File: config.mk
export PLATFORM = sky130hd
export DESIGN_NAME = backlight_autodim_ramp_unit
export DESIGN_NICKNAME = d
export VERILOG_FILES = /design/src/rtl/bldim_pkg.sv /design/src/rtl/bldim_policy.sv /design/src/rtl/backlight_autodim_ramp_unit.sv
export SDC_FILE = /design/constraint.sdc
export NUM_CORES = 1
export LEC_CHECK = 0
export BUFFER_PORTS_ARGS = -buffer_cell sky130_fd_sc_hd__buf_2
export CAP_MARGIN = 20
export CORE_ASPECT_RATIO = 0.7
export CORE_MARGIN = 2
export CORE_UTILIZATION = 41
export CTS_CLUSTER_DIAMETER = 120
export CTS_CLUSTER_SIZE = 25
export DETAILED_ROUTE_END_ITERATION = 12
export REMOVE_ABC_BUFFERS = 1
export SYNTH_ARGS = -nofsm -noshare
export SYNTH_HDL_FRONTEND = slang
export SYNTH_SLANG_ARGS = --single-unit
File: constraint.sdc
create_clock -name clk -period 11.55 [get_ports clk]
set_input_delay 0.5775 -clock clk [delete_from_list [all_inputs] [get_ports clk]]
set_output_delay 0.5775 -clock clk [all_outputs]
set_load 0.01 [all_outputs]
File: src/rtl/bldim_pkg.sv
// shared types, constants and the perceptual level map for the backlight auto-dim unit
// no dependencies
`timescale 1ns / 1ps

package bldim_pkg;

    localparam int IdleW    = 20;
    localparam int LevelW   = 7;
    localparam int TmoW     = 8;
    localparam int TmoMsW   = 18;
    localparam int CfgIdxW  = 3;
    localparam int CfgDataW = 8;

    typedef enum logic [CfgIdxW-1:0] {
        CFG_USER_LEVEL      = 3'd0,
        CFG_AUTODIM_ENABLE  = 3'd1,
        CFG_TIMEOUT_SECONDS = 3'd2,
        CFG_DIM_LEVEL       = 3'd3,
        CFG_RAMP_STEP       = 3'd4
    } cfg_idx_t;

    localparam logic [LevelW-1:0] USER_LEVEL_RST      = 7'd80;
    localparam logic              AUTODIM_ENABLE_RST  = 1'b1;
    localparam logic [TmoW-1:0]   TIMEOUT_SECONDS_RST = 8'd120;
    localparam logic [LevelW-1:0] DIM_LEVEL_RST       = 7'd10;
    localparam logic [LevelW-1:0] RAMP_STEP_RST       = 7'd4;

    localparam logic [LevelW-1:0] LEVEL_MAX = 7'd100;
    localparam logic [LevelW-1:0] STEP_MIN  = 7'd1;
    localparam logic [TmoMsW-1:0] MS_PER_S  = 18'd1000;

    typedef struct packed {
        logic [LevelW-1:0] user_level;
        logic              autodim_enable;
        logic [TmoW-1:0]   timeout_seconds;
        logic [LevelW-1:0] dim_level;
        logic [LevelW-1:0] ramp_step;
    } cfg_t;

    typedef struct packed {
        logic [LevelW-1:0] level;
        logic              valid;
        logic              dimmed;
    } state_t;

    typedef struct packed {
        state_t nxt;
        logic   emit;
    } decision_t;

    // round(10*sqrt(s)), zero maps to zero, 100 and above saturate
    function automatic logic [LevelW-1:0] map_level(input logic [LevelW-1:0] s);
        logic [LevelW-1:0] m;
        case (s)
            7'd0:   m = 7'd0;
            7'd1:   m = 7'd10;
            7'd2:   m = 7'd14;
            7'd3:   m = 7'd17;
            7'd4:   m = 7'd20;
            7'd5:   m = 7'd22;
            7'd6:   m = 7'd24;
            7'd7:   m = 7'd26;
            7'd8:   m = 7'd28;
            7'd9:   m = 7'd30;
            7'd10:  m = 7'd32;
            7'd11:  m = 7'd33;
            7'd12:  m = 7'd35;
            7'd13:  m = 7'd36;
            7'd14:  m = 7'd37;
            7'd15:  m = 7'd39;
            7'd16:  m = 7'd40;
            7'd17:  m = 7'd41;
            7'd18:  m = 7'd42;
            7'd19:  m = 7'd44;
            7'd20:  m = 7'd45;
            7'd21:  m = 7'd46;
            7'd22:  m = 7'd47;
            7'd23:  m = 7'd48;
            7'd24:  m = 7'd49;
            7'd25:  m = 7'd50;
            7'd26:  m = 7'd51;
            7'd27:  m = 7'd52;
            7'd28:  m = 7'd53;
            7'd29:  m = 7'd54;
            7'd30:  m = 7'd55;
            7'd31:  m = 7'd56;
            7'd32, 7'd33: m = 7'd57;
            7'd34:  m = 7'd58;
            7'd35:  m = 7'd59;
            7'd36:  m = 7'd60;
            7'd37:  m = 7'd61;
            7'd38, 7'd39: m = 7'd62;
            7'd40:  m = 7'd63;
            7'd41:  m = 7'd64;
            7'd42:  m = 7'd65;
            7'd43, 7'd44: m = 7'd66;
            7'd45:  m = 7'd67;
            7'd46:  m = 7'd68;
            7'd47, 7'd48: m = 7'd69;
            7'd49:  m = 7'd70;
            7'd50, 7'd51: m = 7'd71;
            7'd52:  m = 7'd72;
            7'd53, 7'd54: m = 7'd73;
            7'd55:  m = 7'd74;
            7'd56, 7'd57: m = 7'd75;
            7'd58:  m = 7'd76;
            7'd59, 7'd60: m = 7'd77;
            7'd61:  m = 7'd78;
            7'd62, 7'd63: m = 7'd79;
            7'd64:  m = 7'd80;
            7'd65, 7'd66: m = 7'd81;
            7'd67, 7'd68: m = 7'd82;
            7'd69:  m = 7'd83;
            7'd70, 7'd71: m = 7'd84;
            7'd72, 7'd73: m = 7'd85;
            7'd74:  m = 7'd86;
            7'd75, 7'd76: m = 7'd87;
            7'd77, 7'd78: m = 7'd88;
            7'd79, 7'd80: m = 7'd89;
            7'd81:  m = 7'd90;
            7'd82, 7'd83: m = 7'd91;
            7'd84, 7'd85: m = 7'd92;
            7'd86, 7'd87: m = 7'd93;
            7'd88, 7'd89: m = 7'd94;
            7'd90, 7'd91: m = 7'd95;
            7'd92, 7'd93: m = 7'd96;
            7'd94, 7'd95: m = 7'd97;
            7'd96, 7'd97: m = 7'd98;
            7'd98, 7'd99: m = 7'd99;
            default: m = LEVEL_MAX;
        endcase
        return m;
    endfunction

endpackage

File: src/rtl/bldim_policy.sv
// per-tick dimming decision: dim entry, snap back and bounded fade of the applied level
// depends on bldim_pkg
`timescale 1ns / 1ps

module bldim_policy (
    input  bldim_pkg::cfg_t                    cfg,
    input  logic [bldim_pkg::IdleW-1:0]        idle_ms,
    input  bldim_pkg::state_t                  cur,
    output bldim_pkg::decision_t               dec
);
    import bldim_pkg::*;

    logic [TmoMsW-1:0] tmo_ms;
    logic              due;
    logic              snap;
    logic              dim_n;
    logic [LevelW-1:0] user_map;
    logic [LevelW-1:0] dim_tgt;
    logic [LevelW-1:0] target;
    logic [LevelW-1:0] step;
    logic [LevelW-1:0] diff;
    logic              up;
    logic [LevelW-1:0] ramped;
    logic [LevelW-1:0] new_level;

    assign tmo_ms   = TmoMsW'(cfg.timeout_seconds) * MS_PER_S;
    assign due      = cfg.autodim_enable && (idle_ms >= IdleW'(tmo_ms));
    assign snap     = !due && cur.dimmed;
    assign dim_n    = due;
    assign user_map = map_level(cfg.user_level);
    assign dim_tgt  = (cfg.dim_level > LEVEL_MAX) ? LEVEL_MAX : cfg.dim_level;
    assign target   = dim_n ? dim_tgt : user_map;
    assign step     = (cfg.ramp_step == '0) ? STEP_MIN : cfg.ramp_step;
    assign up       = cur.level < target;
    assign diff     = up ? (target - cur.level) : (cur.level - target);

    always_comb
    begin
        if (diff > step)
        begin
            ramped = up ? (cur.level + step) : (cur.level - step);
        end
        else
        begin
            ramped = target;
        end
    end

    // snap back and first tick apply directly, otherwise fade
    always_comb
    begin
        if (snap || !cur.valid)
        begin
            new_level = target;
        end
        else
        begin
            new_level = ramped;
        end
    end

    always_comb
    begin
        dec.emit       = !(cur.valid && (new_level == cur.level));
        dec.nxt.dimmed = dim_n;
        dec.nxt.valid  = 1'b1;
        dec.nxt.level  = dec.emit ? new_level : cur.level;
    end

endmodule

File: src/rtl/backlight_autodim_ramp_unit.sv
// backlight auto-dim unit: config registers, input register, policy and result register
// an accepted item waits in the input register while stalled, then its result is registered
// throughput: one item per cycle if not stalled; an unchanged brightness gives no result
// reset: config returns to its defaults, nothing is applied yet and dimming is off
// depends on bldim_pkg and bldim_policy
`timescale 1ns / 1ps

module backlight_autodim_ramp_unit (
    input  logic                                 clk,
    input  logic                                 rst_n,
    input  logic                                 cfg_we,
    input  logic [bldim_pkg::CfgIdxW-1:0]        cfg_index,
    input  logic [bldim_pkg::CfgDataW-1:0]       cfg_data,
    input  logic                                 in_valid,
    output logic                                 in_stall,
    input  logic [bldim_pkg::IdleW-1:0]          idle_ms,
    output logic                                 out_valid,
    input  logic                                 out_stall,
    output logic [bldim_pkg::LevelW-1:0]         brightness_pct,
    output logic                                 is_dimmed
);
    import bldim_pkg::*;

    cfg_t              cfg_reg;
    state_t            state_reg;
    decision_t         dec;
    logic              s1_valid_reg;
    logic              s1_valid_next;
    logic [IdleW-1:0]  s1_idle_reg;
    logic              out_valid_reg;
    logic              out_valid_next;
    logic [LevelW-1:0] out_level_reg;
    logic              out_dimmed_reg;
    logic              out_free;
    logic              fire;

    // config port
    always_ff @(posedge clk or negedge rst_n)
    begin
        if (!rst_n)
        begin
            cfg_reg.user_level      <= USER_LEVEL_RST;
            cfg_reg.autodim_enable  <= AUTODIM_ENABLE_RST;
            cfg_reg.timeout_seconds <= TIMEOUT_SECONDS_RST;
            cfg_reg.dim_level       <= DIM_LEVEL_RST;
            cfg_reg.ramp_step       <= RAMP_STEP_RST;
        end
        else if (cfg_we)
        begin
            case (cfg_idx_t'(cfg_index))
                CFG_USER_LEVEL:      cfg_reg.user_level      <= cfg_data[LevelW-1:0];
                CFG_AUTODIM_ENABLE:  cfg_reg.autodim_enable  <= cfg_data[0];
                CFG_TIMEOUT_SECONDS: cfg_reg.timeout_seconds <= cfg_data[TmoW-1:0];
                CFG_DIM_LEVEL:       cfg_reg.dim_level       <= cfg_data[LevelW-1:0];
                CFG_RAMP_STEP:       cfg_reg.ramp_step       <= cfg_data[LevelW-1:0];
                default:             ;
            endcase
        end
    end

    assign out_free = !out_valid_reg || !out_stall;
    assign fire     = s1_valid_reg && out_free;
    assign in_stall = s1_valid_reg && !out_free;

    bldim_policy u_policy (
        .cfg     (cfg_reg),
        .idle_ms (s1_idle_reg),
        .cur     (state_reg),
        .dec     (dec)
    );

    always_comb
    begin
        s1_valid_next = in_stall ? s1_valid_reg : in_valid;
    end

    always_comb
    begin
        if (fire && dec.emit)
        begin
            out_valid_next = 1'b1;
        end
        else if (!out_stall)
        begin
            out_valid_next = 1'b0;
        end
        else
        begin
            out_valid_next = out_valid_reg;
        end
    end

    always_ff @(posedge clk or negedge rst_n)
    begin
        if (!rst_n)
        begin
            s1_valid_reg  <= 1'b0;
            out_valid_reg <= 1'b0;
            state_reg     <= '0;
        end
        else
        begin
            s1_valid_reg  <= s1_valid_next;
            out_valid_reg <= out_valid_next;
            if (fire)
            begin
                state_reg <= dec.nxt;
            end
        end
    end

    always_ff @(posedge clk)
    begin
        if (in_valid && !in_stall)
        begin
            s1_idle_reg <= idle_ms;
        end
        if (fire && dec.emit)
        begin
            out_level_reg  <= dec.nxt.level;
            out_dimmed_reg <= dec.nxt.dimmed;
        end
    end

    assign out_valid      = out_valid_reg;
    assign brightness_pct = out_level_reg;
    assign is_dimmed      = out_dimmed_reg;

    a_emit_shows: assert property (@(posedge clk) disable iff (!rst_n)
        fire && dec.emit |=> out_valid_reg)
        else $error("emitted item did not reach the output register");

    a_out_matches_applied: assert property (@(posedge clk) disable iff (!rst_n)
        out_valid_reg |-> (state_reg.valid && out_level_reg == state_reg.level))
        else $error("pending result differs from applied level");

    a_applied_sticky: assert property (@(posedge clk) disable iff (!rst_n)
        state_reg.valid |=> state_reg.valid)
        else $error("applied flag dropped");

    a_level_range: assert property (@(posedge clk) disable iff (!rst_n)
        out_valid_reg |-> (out_level_reg <= LEVEL_MAX))
        else $error("brightness out of range");

endmodule

==> results.json, run 1 <==
{
  "dr.first_iter.drc_count": 405,
  "crit_type": "flop to flop",
  "clock.fmax_ghz": 0.0918,
  "hold_buffers": 0,
  "wire_per_inst_um": 18.4,
  "fin_skew_ps": 7.21,
  "wirelength_um": 16900,
  "grt_pass1_wl_um": 27000,
  "hold_viol_final": 0,
  "crit_buf_inv": 6,
  "syn_area_per_cell_um2": 9.43,
  "antenna_found_initial": 0,
  "cp_max_fo": 10,
  "final.fill_count": 1390,
  "yosysTopAreaCell": "ha_1",
  "critPathRequiredTime_ps": 11600,
  "critPathArrivalTime_ps": 10950,
  "crit-reg2reg-launch": "cfg_reg[14]",
  "async_flop_share_pct": 59.4,
  "yosysMostFrequentCell": "ha_1",
  "dp.final_hpwl_um": 13300,
  "htree_num_levels": 3,
  "setup_viol": 0,
  "min_period_ps": 10900,
  "fin_nets": 869,
  "ys_seq_area_share_pct": 29.8,
  "via_per_inst": 5.57,
  "worst_pin_slew_ps": 996,
  "hp-class": "input port to asynchronous set/reset pin",
  "die-area_um2": 16400,
  "crit_top_cell": "ha_1",
  "firstDrtPassIters": 6,
  "cts_buffers": 9,
  "antenna_cells": 0,
  "cp_slowest_cell": "fa_1",
  "io_buffer_count": 45,
  "clockBufferDepth": 2,
  "synth_area_um2": 6300,
  "final.setup.worst_slack_ps": 653,
  "grt_use_total_pct": 21.1,
  "cts_root_buf": "clkbuf_16",
  "clkLatencyLatePin_ps": 340,
  "grt_pass1_vias": 4950,
  "yosysTopAreaCellShare_pct": 17.5,
  "ys_types": 74,
  "ant_nets": 0,
  "initial_core_util_pct": 42.4,
  "crit_path_end_kind": "flop",
  "clkTransAtPathRegs_ps": 60,
  "synth-edff-count": 28,
  "synthTopCellsByCount": "ha_1, inv_1, nand2_1",
  "coreArea_um2": 14900,
  "cts_tree": "built",
  "syn_inst": 668,
  "finalCritPeriodShare_pct": 94.3,
  "die_w_um": 152,
  "grt_overflow": 0,
  "preCtsSetupSlack_ps": 148,
  "syn_to_final_growth_pct": 15.3,
  "drive_above_1_share_pct": 16.7,
  "drc": 0,
  "grt_max_degree": 42,
  "startpoint_type": "flop",
  "cap_violations": 0,
  "final-max-slew-violation-count": 0,
  "startpoint": "cfg_reg[14]",
  "vias": 5128,
  "slew_headroom_pct": 33.6,
  "crit_family": "compound AO/OA/AOI/OAI gates",
  "largest_register_ffs": 30,
  "synth_area_leaders": "ha_1, edfxtp_1, dfrtp_1",
  "ios": 46,
  "slowest_delay_ps": 640,
  "row_count": 37,
  "ys_ff_latch": 69,
  "place.gp.congestion": 0.868,
  "synthFlopType": "dfrtp_1",
  "status": "complete, no violations",
  "yosysWarnings": 0,
  "fp.dieH_um": 108,
  "clock_sinks": 69
}
==> cell usage in the layout (no fill, tap or decap), types with 5 or more instances in the layout <==
master | Yosys | layout
inv_1 | 82 | 81
a21o_1 | 11 | 11
nor2_1 | 26 | 26
dfrtp_1 | 31 | 31
xnor2_1 | 18 | 18
xor2_1 | 11 | 11
and2_1 | 6 | 5
nand2_1 | 71 | 71
a31oi_1 | 11 | 8
buf_4 | 0 | 12
a21oi_1 | 31 | 31
o211ai_1 | 6 | 6
fa_1 | 24 | 24
o21ai_0 | 45 | 44
mux2_2 | 14 | 14
nand3_1 | 15 | 15
ha_1 | 88 | 88
mux2i_1 | 11 | 11
dfstp_2 | 10 | 10
edfxtp_1 | 28 | 28
nand2b_1 | 14 | 14
buf_2 | 1 | 45
nand4_1 | 7 | 7
clkbuf_16 | 0 | 9
nor3_1 | 6 | 6
==> metrics by stage <==
step	TNS, ps	utilization [%]	hold WS (ps)	area, µm²	cells
after floorplan	0	-	282	6230	650
after global placement	0	45.4	506	6740	894
after detailed placement	0	45.4	515	6740	894
after CTS	0	47.7	402	7090	910
after global routing	-82.7	48.9	68.4	7260	921
final	0	48.9	71.8	7260	921
==> cell type report <==
cell class              instances  area (µm²)  area share (%)
clock buffers                  10         239            3.29
multi-input cells             497        4120            56.7
repair buffers                 59         348            4.79
well taps                     195         244            3.36
inverters                      85         325            4.48
clock inverters                 6         110            1.52
flip-flops and latches         69        1880            25.9
==> path summary, 6_finish.rpt <==
path / end / slack, ps / cells past startpoint
max reg2reg: brightness_pct[3] / 650 / 43
min in group clk: s1_idle_reg[1] / 410 / 1
max in group asynchronous: cfg_reg[29] / 10950 / 2
min reg2reg: cfg_reg[0] / 530 / 1
min: out_valid / 70 / 1
max: brightness_pct[3] / 650 / 43
==> per-layer routing <==
metal | GRT usage (%) | wire [µm]
met1 | 32.0 | 8620
met2 | 31.9 | 7350
met3 | 3.54 | 824
met4 | 3.60 | 137
met5 | 0 | 0
==> worst register-to-register path: cells and delay by family (launching register included) <==
family	cells	cell delay (ps)
xor gates and xnor gates	4	620
adders and majority gates	8	3170
AOI/OAI and AO/OA	17	3450
buffers and inverters	6	760
and+or+nand+nor	6	1420
muxes	2	710
DFF	1	480
==> timing repair <==
| item | in CTS | in global routing |
|---|---|---|
| setup buffers | 0 | 8 |
| setup endpoints to repair | 0 | 12 |
| resized for setup | 0 | 13 |
==> logic make-up (layout without fill, tap and decap cells) <==
kind of cell | after synthesis | in the layout | synth area share, %
buffers and inverters | 103 | 160 | 6.20
adder cells (fa/ha/maj) | 112 | 112 | 25.1
multiplexers | 26 | 26 | 4.43
flip-flops | 69 | 69 | 29.8
XOR/XNOR | 29 | 29 | 4.03
AO/OA/AOI/OAI | 159 | 159 | 17.0
AND/OR/NAND/NOR | 170 | 171 | 13.4
Power of run 1 is left out: the tool's default activity adds up to more than one toggle a clock period on the data nets, which glitch-free logic cannot reach.
==> inputs of run 2 (changes only) <==
Settings changed: ABC_AREA set to 1.
==> run 2 against run 1 <==
  * Setup slack improved by 860 ps
  * Synthesized area about the same
  * Die area about the same
  * Critical path depth rose by 9
  * Maximum frequency is 8.5% higher
  * Via count shrank 0.72%
  * Global-route usage decreased by 2.2 points
  * Hold slack better by 300 ps
  * Sequential share of layout area rose by 1.1 points
  * Clock skew rose by 10 ps
  * Core utilization is 2.0 points lower
  * Sequential cell count is the same
  * Critical endpoint is now brightness_pct[5]
  * Largest cell class unchanged
==> results.json, run 2 <==
{
  "worst_pin_slew_ps": 952,
  "syn_area_per_cell_um2": 8.00,
  "final_common_cell": "nand2_1",
  "dr.first_iter.drc_count": 352,
  "rsz0062_at_grt": "false",
  "crit-reg2reg-launch": "cfg_reg[16]",
  "htree_num_levels": 3,
  "antenna_cells": 0,
  "critPathRequiredTime_ps": 11560,
  "antenna_found_initial": 0,
  "fin_skew_ps": 17.7,
  "place.gp.congestion": 0.921,
  "setup_viol": 0,
  "yosysTopAreaCellShare_pct": 17.5,
  "clkLatencyLatePin_ps": 340,
  "syn_to_final_growth_pct": 10.6,
  "async_flop_share_pct": 59.4,
  "use_met3_pct": 3.62,
  "finalCritPeriodShare_pct": 86.9,
  "row_count": 37,
  "fp.dieH_um": 108,
  "setup-tns-final_ps": 0,
  "synth_area_um2": 6300,
  "synthFlopType": "dfrtp_1",
  "rrSetupSlack_ps": 1510,
  "busiest_layer": "met1",
  "drive_above_1_share_pct": 12.0,
  "io_buffer_count": 45,
  "fin_nets": 978,
  "clockBufferDepth": 2,
  "most-common-layout-cells": "nand2_1, inv_1, ha_1",
  "hold_viol_final": 0,
  "yosysWarnings": 0,
  "cts.repair.resized": 0,
  "synth_area_leaders": "ha_1, edfxtp_1, dfrtp_1",
  "clock.fmax_ghz": 0.0996,
  "syn_inst": 787,
  "min_period_ps": 10040,
  "final-max-slew-violation-count": 0,
  "grt_pass1_vias": 4746,
  "ys_ff_latch": 69,
  "use_met1_pct": 30.5,
  "ios": 46,
  "hold_buffers": 0,
  "cap_violations": 0,
  "status": "complete, no violations",
  "drc": 0,
  "crit_path_end_kind": "flop",
  "synth-edff-count": 28,
  "finish.utilization_pct": 46.9,
  "initial_core_util_pct": 42.4,
  "coreArea_um2": 14900,
  "clock_sinks": 69,
  "cp_slowest_cell": "dfrtp_1",
  "dp.final_hpwl_um": 11700,
  "crit_type": "flop to flop",
  "critPathArrivalTime_ps": 10050,
  "startpoint_type": "flop",
  "cts_tree": "built",
  "grt_pass1_wl_um": 24700,
  "die_w_um": 152,
  "wire_per_inst_um": 14.2,
  "cts_setup_buffers": 0,
  "hp-class": "input port to asynchronous set/reset pin",
  "via_per_inst": 4.94,
  "synthTopCellsByCount": "nand2_1, inv_1, ha_1",
  "firstDrtPassIters": 5,
  "cp_max_fo": 16,
  "yosysTopAreaCell": "ha_1",
  "cts_buffers": 9,
  "die-area_um2": 16400,
  "vias": 5091,
  "ys_seq_area_share_pct": 29.8,
  "wirelength_um": 14700,
  "slew_headroom_pct": 36.5,
  "largest_register_ffs": 30,
  "slowest_delay_ps": 540,
  "yosysMostFrequentCell": "nand2_1",
  "r2r_cells": 52,
  "grt_use_total_pct": 18.9,
  "ys_types": 38,
  "grt_overflow": 0,
  "cts_root_buf": "clkbuf_16",
  "clkTransAtPathRegs_ps": 70,
  "ant_nets": 0,
  "grt_use_met2_pct": 25.5,
  "r2r_end": "brightness_pct[5]",
  "grt_max_degree": 42
}
## run 2: kinds of logic (layout without fill, tap and decap cells)
| logic type | after synthesis | in the layout | share of synthesized area [%] |
|---|---|---|---|
| fa+ha+maj | 112 | 112 | 25.1 |
| xor+xnor | 27 | 27 | 3.75 |
| flops | 69 | 69 | 29.8 |
| buf+inv | 144 | 192 | 8.92 |
| mux | 3 | 3 | 0.477 |
| simple gates | 308 | 308 | 21.4 |
| compound gates | 124 | 124 | 10.6 |
## run 2: area by class of cell
type | count | area (µm²)
fill | 1465 | 7890
multi-input combinational | 574 | 3860
sequential | 69 | 1880
inverter | 131 | 492
tap | 195 | 244
clock buffer | 10 | 229
timing repair buffer | 45 | 225
clock inverter | 6 | 41.3
## run 2: how the worst max path moves through the flow
stage                      from                 to  slack (ps)
floorplan           cfg_reg[14]  brightness_pct[0]        2730
global placement    cfg_reg[14]  brightness_pct[0]        1970
finish              cfg_reg[16]  brightness_pct[5]        1510
CTS                 cfg_reg[15]  brightness_pct[2]        1590
global route        cfg_reg[15]  brightness_pct[5]         540
detailed placement  cfg_reg[15]  brightness_pct[3]        1640
## run 2: worst max-delay path: cells and delay by family (launching register included)
family	cells	cell delay, ps
flops	1	540
xor+xnor	3	430
fa+ha+maj	8	3120
buf+inv	8	710
simple gates	22	2880
compound gates	11	2020
## run 2: metal layers
layer | part of all wire, % | up-vias
li1 | - | 2638
met1 | 55 | 2287
met2 | 38 | 149
met3 | 6.2 | 17
met4 | 0.96 | 0
met5 | 0 | -
## run 2: per-stage QoR
step	cells	hold slack (ps)	worst slack (ps)	cell area, µm²
global placement	1014	477	1970	6700
finish	1030	371	1510	6970
floorplan	774	282	2730	6230
global route	1030	402	540	6970
detailed placement	1014	475	1640	6700
CTS	1030	400	1590	6970
Power of run 2 is left out for the same reason.
==> inputs of run 3 (changes only) <==
Settings changed: ABC_AREA 1 to not set, CORE_ASPECT_RATIO 0.7 to not set.
Clock period 11.55 ns to 9.3 ns, I/O delays scaled along.
==> run 3 against run 2 <==
  * The run now ends with setup timing left
  * Routed wire length up 23%
  * Design area up 20%
  * Maximum frequency up 1.5%
  * Hold slack worse by 120 ps
  * Critical path type unchanged
  * Highest routed layer unchanged
==> results.json, run 3 (synthesis results as in run 1) <==
{
  "status": "finished, violations left",
  "violations": "setup timing",
  "placed_area_um2": 7360,
  "die_w_um": 128,
  "preCtsSetupSlack_ps": -1060,
  "final.fill_count": 1320,
  "grt_overflow": 0,
  "dp.cells": 971,
  "setup_viol": 10,
  "dp.final_hpwl_um": 13500,
  "grt_max_degree": 42,
  "largest_register_ffs": 30,
  "rsz0062_at_grt": "true",
  "dr.first_iter.drc_count": 459,
  "hold_viol_final": 0,
  "r2r_end": "state_reg[6]",
  "initial_core_util_pct": 41.7,
  "clkTransAtPathRegs_ps": 60,
  "slowest_delay_ps": 580,
  "design_area_um2": 8390,
  "clockBufferDepth": 2,
  "ant_nets": 0,
  "most-common-layout-cells": "buf_4, ha_1, inv_1",
  "drive_above_1_share_pct": 34.0,
  "htree_num_levels": 3,
  "cts_buffers": 9,
  "crit_type": "flop to flop",
  "cts_tree": "built",
  "wirelength_um": 18100,
  "setup-tns-final_ps": -5650,
  "antenna_cells": 0,
  "clkLatencyLatePin_ps": 350,
  "multi_input_area_um2": 4510,
  "coreArea_um2": 15100,
  "row_count": 45,
  "r2r_cells": 46,
  "syn_to_final_growth_pct": 33.2,
  "worst_pin_slew_ps": 984,
  "die-area_um2": 16400,
  "grt_pass1_wl_um": 29200,
  "place.gp.congestion": 0.954,
  "slew_headroom_pct": 34.2,
  "grt_use_total_pct": 22.9,
  "post_layout_nonfiller_instances": 1012,
  "clock_sinks": 69,
  "finalCritPeriodShare_pct": 106,
  "vias": 5541,
  "fp.dieH_um": 128,
  "crit-reg2reg-launch": "cfg_reg[15]",
  "final-max-slew-violation-count": 0,
  "firstDrtPassIters": 5,
  "hp-class": "input port to asynchronous set/reset pin",
  "fin_skew_ps": 10.7,
  "drc": 0,
  "wire_per_inst_um": 17.9,
  "fin_nets": 967,
  "critPathArrivalTime_ps": 10120,
  "startpoint_type": "flop",
  "critPathRequiredTime_ps": 9530,
  "startpoint": "cfg_reg[15]",
  "cts_root_buf": "clkbuf_16",
  "final.setup.worst_slack_ps": -594,
  "final_common_cell": "buf_4",
  "io_buffer_count": 45,
  "cap_violations": 0,
  "clock.fmax_ghz": 0.101,
  "seqCellArea_um2": 1880,
  "antenna_found_initial": 0,
  "cp_slowest_cell": "fa_1",
  "crit_path_end_kind": "flop",
  "cp_max_fo": 5,
  "via_per_inst": 5.48,
  "grt_pass1_vias": 5719,
  "rrSetupSlack_ps": -590,
  "ios": 46,
  "min_period_ps": 9890
}
==> run 3: cell types whose count changed in the layout (fill, tap and decap cells not counted), moves of 12 or more <==
cell      previous run  this run
buf_6                0        12
buf_4                0        99
nand3_1             49        13
nand2_1            186        68
nand2b_1             0        14
inv_1              127        76
a21oi_1             47        21
o21ai_0             59        34
==> run 3: critical path: cells and delay by family (launching register included) <==
family          cells  cell delay, ps
compound gates     16            2700
mux                 4            1240
fa+ha+maj           8            2920
buf+inv             7             660
xor+xnor            4             620
flops               1             440
simple gates        7            1160
==> run 3: cell type report <==
class	instances	area share [%]
clock inverter	5	0.433
inverter	85	3.98
clock buffer	11	3.28
multi-input combinational	496	53.8
sequential	69	22.4
timing repair buffer	158	13.3
tap	188	2.80
==> run 3: worst max-delay path by stage <==
stage | end | slack [ps]
after global routing | state_reg[6] | -1050
after CTS | brightness_pct[5] | -360
after global placement | brightness_pct[0] | -740
after detailed placement | brightness_pct[2] | -1060
after floorplan | state_reg[6] | -1170
final | state_reg[6] | -590
==> run 3: layer usage <==
layer,part of all wire [%],up-vias,track usage [%]
li1,-,2660,-
met4,3.3,0,9.44
met5,0,-,0
met3,4.1,38,3.59
met2,47,158,36.6
met1,46,2685,31.2
==> run 3: stage by stage <==
| step | hold WS [ps] | utilization, % |
|---|---|---|
| finish | 256 | 55.6 |
| global route | 280 | 55.6 |
| CTS | 273 | 53.7 |
| detailed placement | 535 | 48.8 |
| global placement | 511 | 48.8 |
| floorplan | 169 | - |
==> run 3: what timing repair did <==
action	in CTS	in global routing
gates resized for setup	70	50
hold buffers	0	0
gates cloned	1	0
buffers inserted	17	10
pin swaps	47	17
setup endpoints to repair	23	23
Power of run 3 is left out for the same reason.
